File: config.mk
export PLATFORM = sky130hd
export DESIGN_NAME = secded_72_64_check_correct
export DESIGN_NICKNAME = d
export VERILOG_FILES = /design/src/sec_pkg.sv /design/src/sec_syn_calc.sv /design/src/secded_72_64_check_correct.sv
export SDC_FILE = /design/constraint.sdc
export NUM_CORES = 1
export LEC_CHECK = 0
export BUFFER_PORTS_ARGS = -buffer_cell sky130_fd_sc_hd__buf_2
export CAP_MARGIN = 10
export CORE_MARGIN = 5
export CORE_UTILIZATION = 53
export CTS_CLUSTER_DIAMETER = 200
export DETAILED_ROUTE_END_ITERATION = 8
export PLACE_DENSITY_LB_ADDON = 0.3
export SLEW_MARGIN = 15
export SYNTH_ARGS = -nofsm -noshare
export SYNTH_HDL_FRONTEND = slang
export SYNTH_SLANG_ARGS = --single-unit
File: constraint.sdc
create_clock -name clk_i -period 8.5 [get_ports clk_i]
set_input_delay 0.425 -clock clk_i [delete_from_list [all_inputs] [get_ports clk_i]]
set_output_delay 0.425 -clock clk_i [all_outputs]
set_load 0.02 [all_outputs]
File: src/sec_pkg.sv
// Shared types and constants for the SECDED (72,64) check-and-correct block.
// Holds the check-bit mask rows, the syndrome decode table and the outcome codes.
// No dependencies.
package sec_pkg;

  localparam int unsigned DataW  = 64;
  localparam int unsigned CheckW = 8;
  localparam int unsigned PosW   = 7;
  localparam int unsigned ByteW  = 8;
  localparam int unsigned NumBytes = DataW / ByteW;

  // Outcome reported with each word
  typedef enum logic [1:0] {
    StGood   = 2'd0,
    StData   = 2'd1,
    StCheck  = 2'd2,
    StUncorr = 2'd3
  } status_e;

  // Decode table codes: 0..63 data bit (MSB numbering), 64..71 check bit 0..7
  localparam logic [7:0] CG = 8'hFE;  // syndrome clean
  localparam logic [7:0] CU = 8'hFF;  // uncorrectable
  localparam logic [7:0] K0 = 8'd64;
  localparam logic [7:0] K1 = 8'd65;
  localparam logic [7:0] K2 = 8'd66;
  localparam logic [7:0] K3 = 8'd67;
  localparam logic [7:0] K4 = 8'd68;
  localparam logic [7:0] K5 = 8'd69;
  localparam logic [7:0] K6 = 8'd70;
  localparam logic [7:0] K7 = 8'd71;

  // Check bit i is the parity of the data ANDed with row i
  localparam logic [DataW-1:0] MaskRows [CheckW] = '{
    64'h0000e8423c0f99ff,
    64'h00e8423c0f99ff00,
    64'he8423c0f99ff0000,
    64'h423c0f99ff0000e8,
    64'h3c0f99ff0000e842,
    64'h0f99ff0000e8423c,
    64'h99ff0000e8423c0f,
    64'hff0000e8423c0f99
  };

  localparam logic [7:0] SynTable [256] = '{
    CG, K7, K6, CU, K5, CU, CU, 8'd47, K4, CU, CU, 8'd37, CU, 8'd35, 8'd39, CU,
    K3, CU, CU, 8'd48, CU, 8'd30, 8'd29, CU, CU, 8'd57, 8'd27, CU, 8'd31, CU, CU, CU,
    K2, CU, CU, 8'd17, CU, 8'd18, 8'd40, CU, CU, 8'd58, 8'd22, CU, 8'd21, CU, CU, CU,
    CU, 8'd16, 8'd49, CU, 8'd19, CU, CU, CU, 8'd23, CU, CU, CU, CU, 8'd20, CU, CU,
    K1, CU, CU, 8'd51, CU, 8'd46, 8'd9, CU, CU, 8'd34, 8'd10, CU, 8'd32, CU, CU, 8'd36,
    CU, 8'd62, 8'd50, CU, 8'd14, CU, CU, CU, 8'd13, CU, CU, CU, CU, CU, CU, CU,
    CU, 8'd61, 8'd8, CU, 8'd41, CU, CU, CU, 8'd11, CU, CU, CU, CU, CU, CU, CU,
    8'd15, CU, CU, CU, CU, CU, CU, CU, CU, CU, 8'd12, CU, CU, CU, CU, CU,
    K0, CU, CU, 8'd55, CU, 8'd45, 8'd43, CU, CU, 8'd56, 8'd38, CU, 8'd1, CU, CU, CU,
    CU, 8'd25, 8'd26, CU, 8'd2, CU, CU, CU, 8'd24, CU, CU, CU, CU, CU, 8'd28, CU,
    CU, 8'd59, 8'd54, CU, 8'd42, CU, CU, 8'd44, 8'd6, CU, CU, CU, CU, CU, CU, CU,
    8'd5, CU, CU, CU, CU, CU, CU, CU, CU, CU, CU, CU, CU, CU, CU, CU,
    CU, 8'd63, 8'd53, CU, 8'd0, CU, CU, CU, 8'd33, CU, CU, CU, CU, CU, CU, CU,
    8'd3, CU, CU, 8'd52, CU, CU, CU, CU, CU, CU, CU, CU, CU, CU, CU, CU,
    8'd7, CU, CU, CU, CU, CU, CU, CU, CU, 8'd60, CU, CU, CU, CU, CU, CU,
    CU, CU, CU, CU, 8'd4, CU, CU, CU, CU, CU, CU, CU, CU, CU, CU, CU
  };

  // Word leaving the syndrome stages
  typedef struct packed {
    logic              valid;
    logic [DataW-1:0]  data;
    logic [CheckW-1:0] syndrome;
    logic              last;
  } syn_stage_t;

endpackage

File: src/sec_syn_calc.sv
// Syndrome stages of the SECDED (72,64) checker: byte-wise partial parities,
// then the folded check bits XORed with the stored byte. Depends on sec_pkg.
module sec_syn_calc (
  input  logic                          clk_i,
  input  logic                          rst_ni,
  input  logic                          advance_i,
  input  logic                          valid_i,
  input  logic [sec_pkg::DataW-1:0]     data_i,
  input  logic [sec_pkg::CheckW-1:0]    check_i,
  input  logic                          last_i,
  output sec_pkg::syn_stage_t           syn_o
);

  logic                                          p1_valid_q;
  logic [sec_pkg::DataW-1:0]                     p1_data_q;
  logic [sec_pkg::CheckW-1:0]                    p1_check_q;
  logic                                          p1_last_q;
  logic [sec_pkg::CheckW-1:0][sec_pkg::NumBytes-1:0] part_d, part_q;

  logic                              p2_valid_q;
  logic [sec_pkg::DataW-1:0]         p2_data_q;
  logic [sec_pkg::CheckW-1:0]        syn_d, syn_q;
  logic                              p2_last_q;

  // Parity of each mask row over each data byte
  always_comb begin
    for (int i = 0; i < sec_pkg::CheckW; i++) begin
      for (int j = 0; j < sec_pkg::NumBytes; j++) begin
        part_d[i][j] = ^(data_i[j*sec_pkg::ByteW +: sec_pkg::ByteW]
                         & sec_pkg::MaskRows[i][j*sec_pkg::ByteW +: sec_pkg::ByteW]);
      end
    end
  end

  // Fold the partials and compare against the stored byte
  always_comb begin
    for (int i = 0; i < sec_pkg::CheckW; i++) begin
      syn_d[i] = (^part_q[i]) ^ p1_check_q[i];
    end
  end

  always_ff @(posedge clk_i or negedge rst_ni) begin
    if (!rst_ni) begin
      p1_valid_q <= 1'b0;
      p2_valid_q <= 1'b0;
    end else if (advance_i) begin
      p1_valid_q <= valid_i;
      p2_valid_q <= p1_valid_q;
    end
  end

  always_ff @(posedge clk_i) begin
    if (advance_i) begin
      p1_data_q  <= data_i;
      p1_check_q <= check_i;
      p1_last_q  <= last_i;
      part_q     <= part_d;
      p2_data_q  <= p1_data_q;
      p2_last_q  <= p1_last_q;
      syn_q      <= syn_d;
    end
  end

  assign syn_o.valid    = p2_valid_q;
  assign syn_o.data     = p2_data_q;
  assign syn_o.syndrome = syn_q;
  assign syn_o.last     = p2_last_q;

endmodule

File: src/secded_72_64_check_correct.sv
// Top level of the SECDED (72,64) check-and-correct pipeline.
// Depends on sec_pkg and sec_syn_calc.
//
// Takes one 72-bit word (64 data bits plus the stored check byte) a cycle and
// returns it checked: clean, a data bit corrected, a check bit in error, or
// uncorrectable. From input acceptance a word passes through two syndrome
// stages, the table lookup and the correction/output register before showing
// on the output. Throughput is one word per clock; the whole
// pipeline advances together and freezes only while the output register holds
// a word the consumer has not taken, so back-pressure reaches the input at
// once and nothing is dropped or repeated. Uncorrectable words still pass
// through with status 3; stopping the stream is left to the consumer.
module secded_72_64_check_correct (
  input  logic        clk_i,
  input  logic        rst_ni,
  input  logic        s_axis_tvalid_i,
  output logic        s_axis_tready_o,
  input  logic [71:0] s_axis_tdata_i,   // [63:0] data_word, [71:64] check_byte
  input  logic        s_axis_tlast_i,   // last_word
  output logic        m_axis_tvalid_o,
  input  logic        m_axis_tready_i,
  output logic [79:0] m_axis_tdata_o,   // [63:0] data_out, [65:64] status,
                                        // [72:66] error_position, [79:73] zero
  output logic        m_axis_tlast_o    // last_out
);

  logic                advance;
  sec_pkg::syn_stage_t syn;

  // Lookup stage
  logic                      lk_valid_q;
  logic [sec_pkg::DataW-1:0] lk_data_q;
  logic [7:0]                lk_code_q;
  logic                      lk_last_q;

  // Output register
  logic                       out_valid_q;
  logic [sec_pkg::DataW-1:0]  out_data_d, out_data_q;
  sec_pkg::status_e           out_status_d, out_status_q;
  logic [sec_pkg::PosW-1:0]   out_pos_d, out_pos_q;
  logic                       out_last_q;

  // Advance everything unless the output word is stalled
  assign advance         = !(out_valid_q && !m_axis_tready_i);
  assign s_axis_tready_o = advance;

  sec_syn_calc u_syn (
    .clk_i     (clk_i),
    .rst_ni    (rst_ni),
    .advance_i (advance),
    .valid_i   (s_axis_tvalid_i),
    .data_i    (s_axis_tdata_i[63:0]),
    .check_i   (s_axis_tdata_i[71:64]),
    .last_i    (s_axis_tlast_i),
    .syn_o     (syn)
  );

  // Decode the table code: flip the named data bit (MSB numbering), or report
  always_comb begin
    out_data_d   = lk_data_q;
    out_status_d = sec_pkg::StCheck;
    out_pos_d    = lk_code_q[sec_pkg::PosW-1:0];
    if (lk_code_q == sec_pkg::CG) begin
      out_status_d = sec_pkg::StGood;
      out_pos_d    = '0;
    end else if (lk_code_q == sec_pkg::CU) begin
      out_status_d = sec_pkg::StUncorr;
      out_pos_d    = '0;
    end else if (lk_code_q[7:6] == 2'b00) begin
      out_status_d = sec_pkg::StData;
      out_data_d[~lk_code_q[5:0]] = ~lk_data_q[~lk_code_q[5:0]];
    end
  end

  always_ff @(posedge clk_i or negedge rst_ni) begin
    if (!rst_ni) begin
      lk_valid_q  <= 1'b0;
      out_valid_q <= 1'b0;
    end else if (advance) begin
      lk_valid_q  <= syn.valid;
      out_valid_q <= lk_valid_q;
    end
  end

  always_ff @(posedge clk_i) begin
    if (advance) begin
      lk_data_q    <= syn.data;
      lk_code_q    <= sec_pkg::SynTable[syn.syndrome];
      lk_last_q    <= syn.last;
      out_data_q   <= out_data_d;
      out_status_q <= out_status_d;
      out_pos_q    <= out_pos_d;
      out_last_q   <= lk_last_q;
    end
  end

  assign m_axis_tvalid_o = out_valid_q;
  assign m_axis_tdata_o  = {7'd0, out_pos_q, out_status_q, out_data_q};
  assign m_axis_tlast_o  = out_last_q;

endmodule

Yosys cells after proc, flatten, opt, wreduce, memory -nomap -nowiden. Memory sizes are Yosys's and may differ from the RTL's. A register that Yosys moved wholly into a read port is not among the register bits. Index checks and enable logic that the tools add are counted. W data, S select, Z words.

Add/subtract/negate cells: 0. $mul: 0. Divide/modulo/power cells: 0. Magnitude comparators: 2. Equal/unequal tests: 2. Shift operators: 0. Mux-type cells: 10. Bitwise gates (word level): 11. Reductions and logical operators: 63.

Operators by type and width (number): $reduce_xor A8 Y1 (56); $mux W64 (3); $bwmux W64 (1); $eq A8 B8 Y1 const B (2); $not A8 Y9 (1); $xor A1 B1 Y1 (8); $lt A6 B7 Y1 const B (1); $bmux W1 S6 (1); $demux W1 S6 (1); $ge A6 B1 Y1 const B (1); $not A6 Y6 (1); $mux W2 (2); $logic_not A1 Y1 (3); $logic_and A1 B1 Y1 (2); $logic_not A2 Y1 (1); $mux W1 (2); $reduce_or A2 Y1 (1); $not A1 Y1 (1).

Flip-flop bits (word level): 337. Bits in latches: 0. Bits in writable memories: 0. ROM bits: 2048. Input port bits: 77. Output and inout bits: 83. Memories: 1.

Memory list: (no name shown) (words 256, width 8, rd ports 1, clocked after Yosys merged registers in 1, write ports 0, RTL line secded_72_64_check_correct.sv:88) `lk_code_q <= sec_pkg::SynTable[syn.syndrome];`.

Logic depth before layout (Yosys ltp).
Depth in word-level cells: 9. Depth in mapped cells: 10. Mapped depth without buffers: 7.

By module. From an unflattened synthesis, not the netlist that was laid out.

Cells, all modules: 1051. Area total of the unflattened synthesis: 15532.4 µm².

By module, submodules not included: secded_72_64_check_correct (instances 1, cells each 693, area an instance 8190.4 µm², sequential area each 4464.3 µm²); sec_syn_calc (instances 1, cells each 358, area an instance 7342.0 µm², sequential area each 5875.6 µm²).

Least setup slack after synthesis. No wires, ideal clock.

Path type: input port to flip-flop. Start point: in m_axis_tready_i. End point: reg lk_valid_q. Library setup time: 0.110 ns. Data arrival time: 9.998 ns. Path slack: -1.608 ns. Stages: 2. Path through: nand2b_1 -> mux2_2.

Longest elaborated chain between the ends: 2.

Ends and longest elaborated chain: start, declared (RTL line secded_72_64_check_correct.sv:21) `input logic m_axis_tready_i,`; $logic_not A1 Y1 (RTL line secded_72_64_check_correct.sv:44) `assign advance = !(out_valid_q && !m_axis_tready_i);`; $logic_and A1 B1 Y1 (RTL line secded_72_64_check_correct.sv:44); end signal, assigned (RTL line secded_72_64_check_correct.sv:80) `lk_valid_q <= syn.valid;`; end, declared (RTL line secded_72_64_check_correct.sv:31) `logic lk_valid_q;`.

Every way passes these cells. A chain may end at the register's enable or synchronous reset.

Worst setup path in the final report.
Start point: reg out_valid_q, in the netlist m_axis_tvalid_o. End point: out s_axis_tready_o.

Longest elaborated chain between the ends: 2.

Ends and longest elaborated chain: start, declared (RTL line secded_72_64_check_correct.sv:37) `logic out_valid_q;`; start signal, assigned (RTL line secded_72_64_check_correct.sv:81) `out_valid_q <= lk_valid_q;`; $logic_and A1 B1 Y1 (RTL line secded_72_64_check_correct.sv:44); $logic_not A1 Y1 (RTL line secded_72_64_check_correct.sv:44); end, declared (RTL line secded_72_64_check_correct.sv:17) `output logic s_axis_tready_o,`.

Every way passes these cells.

==> out/results.tsv <==
metric	value	unit
first-pass GRT wire length	55590	um
DRT Pass-1 Iters	5	
LEAKAGE	6.324	nW
Comb pwr share	0.372	
post-route cell area	17810	um^2
postcts setup bufs	0	
Max Clock Freq	289.0	MHz
dpl ws	5509	ps
synth warn	0	
clock transition at the registers of the reported paths	60	ps
Internal	4.316	mW
crit-path leading delay family	buffers and inverters	
chip width	181.9	um
area leader, netlist	edfxtp_1	
CP Buf/Inv Count	2	
share of layout cells above drive strength 1	0.2504	
cts hold-fix bufs	1	
Total Routed Length	36430	um
endpoints failing setup	0	
WS Path Type	reg2out	
register share of total power	0.419	
CTS root buffer	clkbuf_16	
Async S/R FF share, synth	0.01159	
final period utilization	0.4071	
DP HPWL	25090	um
Layout Nets	1310	
share of the synthesized area in the top cell type	0.6535	
Via Count	9434	
most frequent cell after synthesis	edfxtp_1	
syn_area_per_cell	14.44	um^2
Placer Congestion	0.9012	
H-tree depth	2	
max_slew headroom	0.2627	
Rows	63	
measured slew at the worst slew-check pin	1106	ps
Sw Share	0.3744	
Worst setup SP type	register	
largest net degree at the start of global routing	191	
maximum VDD drop	298.8	uV
top post-synthesis cells by count	341 x edfxtp_1, 105 x xnor2_1, 73 x mux2_2, 73 x nand2_1, 59 x xor2_1	
ANT cells	0	
synthesized cell area	15670	um^2
die area	33100	um^2
number of placed cells counting well taps	1581	
Max-cap violations	0	
Core Util, Final	0.6056	
Final Power	6.899	mW
sequential area share after synthesis	0.6599	
critical-path cell list	nand2b_4 > buf_12 > buf_2	
clock buffer depth	3	
Initial Util	0.5329	
Hold WS	90.68	ps
I/O Buffers	152	
main area contributors after synthesis	edfxtp_1 65%, xnor2_1 5.9%, mux2_2 5.2%	
area growth from synthesis to layout	13.65	%
vias in the first global route	9311	
ys flop type	edfxtp_1	
antenna violations before repair	0	
clk_skew	21.38	ps
CP endpoint kind	primary output	
core area	29400	um^2
Slew Viols, Final	0	
Min Clock Period, post-route	3460	ps
Die H	181.9	um
Cells after Synth	1085	
Sw Pwr	2.583	mW
CTS Buf Count	35	
io pins	160	
Finished Layout Cells	1644	
Power Dens Cells	387.4	nW/um^2
worst hold path type	in2reg	
Placed Instance Area	16700	um^2
initial DRC count	1075	
clk_lat worst skew	520	ps
post-cts gate resize count	0	
Crit path largest cell delay	800	ps
Worst path slowest cell	nand2b_4	
DRC Markers	0	
Worst EP required	8080	ps
Worst Path Max Fanout	190	
Clk pwr share	0.210	
gr ovfl total	0	
Routed Antenna Nets	0	
RSZ-0062 raised after global routing	false	
Final WS setup	5040	ps
Yosys reg bits	345	
status	completed	
Fin. Hold Viols	0	
Yosys cell types	83	
overall routing resource usage	0.2176	
routed length per instance	22.16	um
Avg Vias per Cell	5.738	
number of synthesized flops with an enable pin	341	
clock sink count	345	
post-route setup TNS	0	ps
Worst EP arrival	3040	ps
TritonCTS clock tree	done	
[cells by family after synthesis]
logic type      count (synthesis)  synth area share
flops                         345            0.6599
simple gates                  234           0.07450
compound gates                173           0.07738
xor+xnor                      169           0.09854
mux                            81           0.06077
buf+inv                        78           0.02547
fa+ha+maj                       4          0.003194
other cells                     1         0.0002393
[state kept, by name, indices dropped and copies added, names as in the netlist, 2 cells and up]
signal            flops
out_pos_q             7
u_syn.p2_data_q      64
lk_code_q             8
u_syn.part_q         48
u_syn.p1_check_q      8
u_syn.syn_q           8
u_syn.p1_data_q      64
lk_data_q            64
out_status_q          2
out_data_q           64
[cells in the final DEF, fill, tap and decap left out, types with 22 or more instances in the layout]
| cell type | count |
|---|---|
| clkbuf_16 | 37 |
| o21ai_0 | 22 |
| nand2_1 | 73 |
| xnor2_1 | 105 |
| xor2_1 | 59 |
| a21oi_1 | 48 |
| buf_2 | 152 |
| nor2_1 | 52 |
| edfxtp_1 | 341 |
| mux2_2 | 73 |
[power by group through the flow]
stage          registers [mW]  clock network (mW)  logic [mW]
3_5_place_dp             2.92                   0        2.53
3_3_place_gp             2.91                   0        2.55
5_1_grt                  2.93                1.56        2.76
2_1_floorplan            3.01                   0        1.70
4_1_cts                  2.89                1.48        2.55
6_report                 2.89                1.45        2.56
[cell type report]
class                           count  area, um^2
Clock buffer                       44       952.2
Clock inverter                     18       145.1
Fill cell                        2265       11590
Inverter                           15       56.30
Multi-Input combinational cell    668        4960
Sequential cell                   345       10340
Tap cell                          390       488.0
Timing Repair Buffer              164       865.8
[routing by layer]
layer / global-route usage / routed length, um / vias to the layer above / share of wire
li1: - / - / 4344 / -
met1: 0.3161 / 15590 / 4622 / 0.43
met2: 0.3392 / 17160 / 412 / 0.47
met3: 0.03806 / 2644 / 56 / 0.073
met4: 0.06665 / 1036 / 0 / 0.028
met5: 0 / 0 / - / 0
[worst paths after layout]
check                                    start                   to  slack [ps]  depth (start not counted)
min reg2reg                u_syn.p1_data_q[20]  u_syn.p2_data_q[20]         410                          0
min in group asynchronous               rst_ni           lk_valid_q         230                          2
max reg2reg                       lk_code_q[1]        out_data_q[1]        5660                          4
max                            m_axis_tvalid_o      s_axis_tready_o        5040                          3
max in group asynchronous               rst_ni     u_syn.p2_valid_q        8150                          2
min                         s_axis_tdata_i[64]  u_syn.p1_check_q[0]          90                          1
[worst reg2reg max path, stage by stage, from the launching register on]
cell and delay [ps]:
edfxtp_1 910, nand2_1 450, nor2_1 750, nand2_1 160, mux2_2 310
No activity file was read; power rests on OpenSTA's default activity.
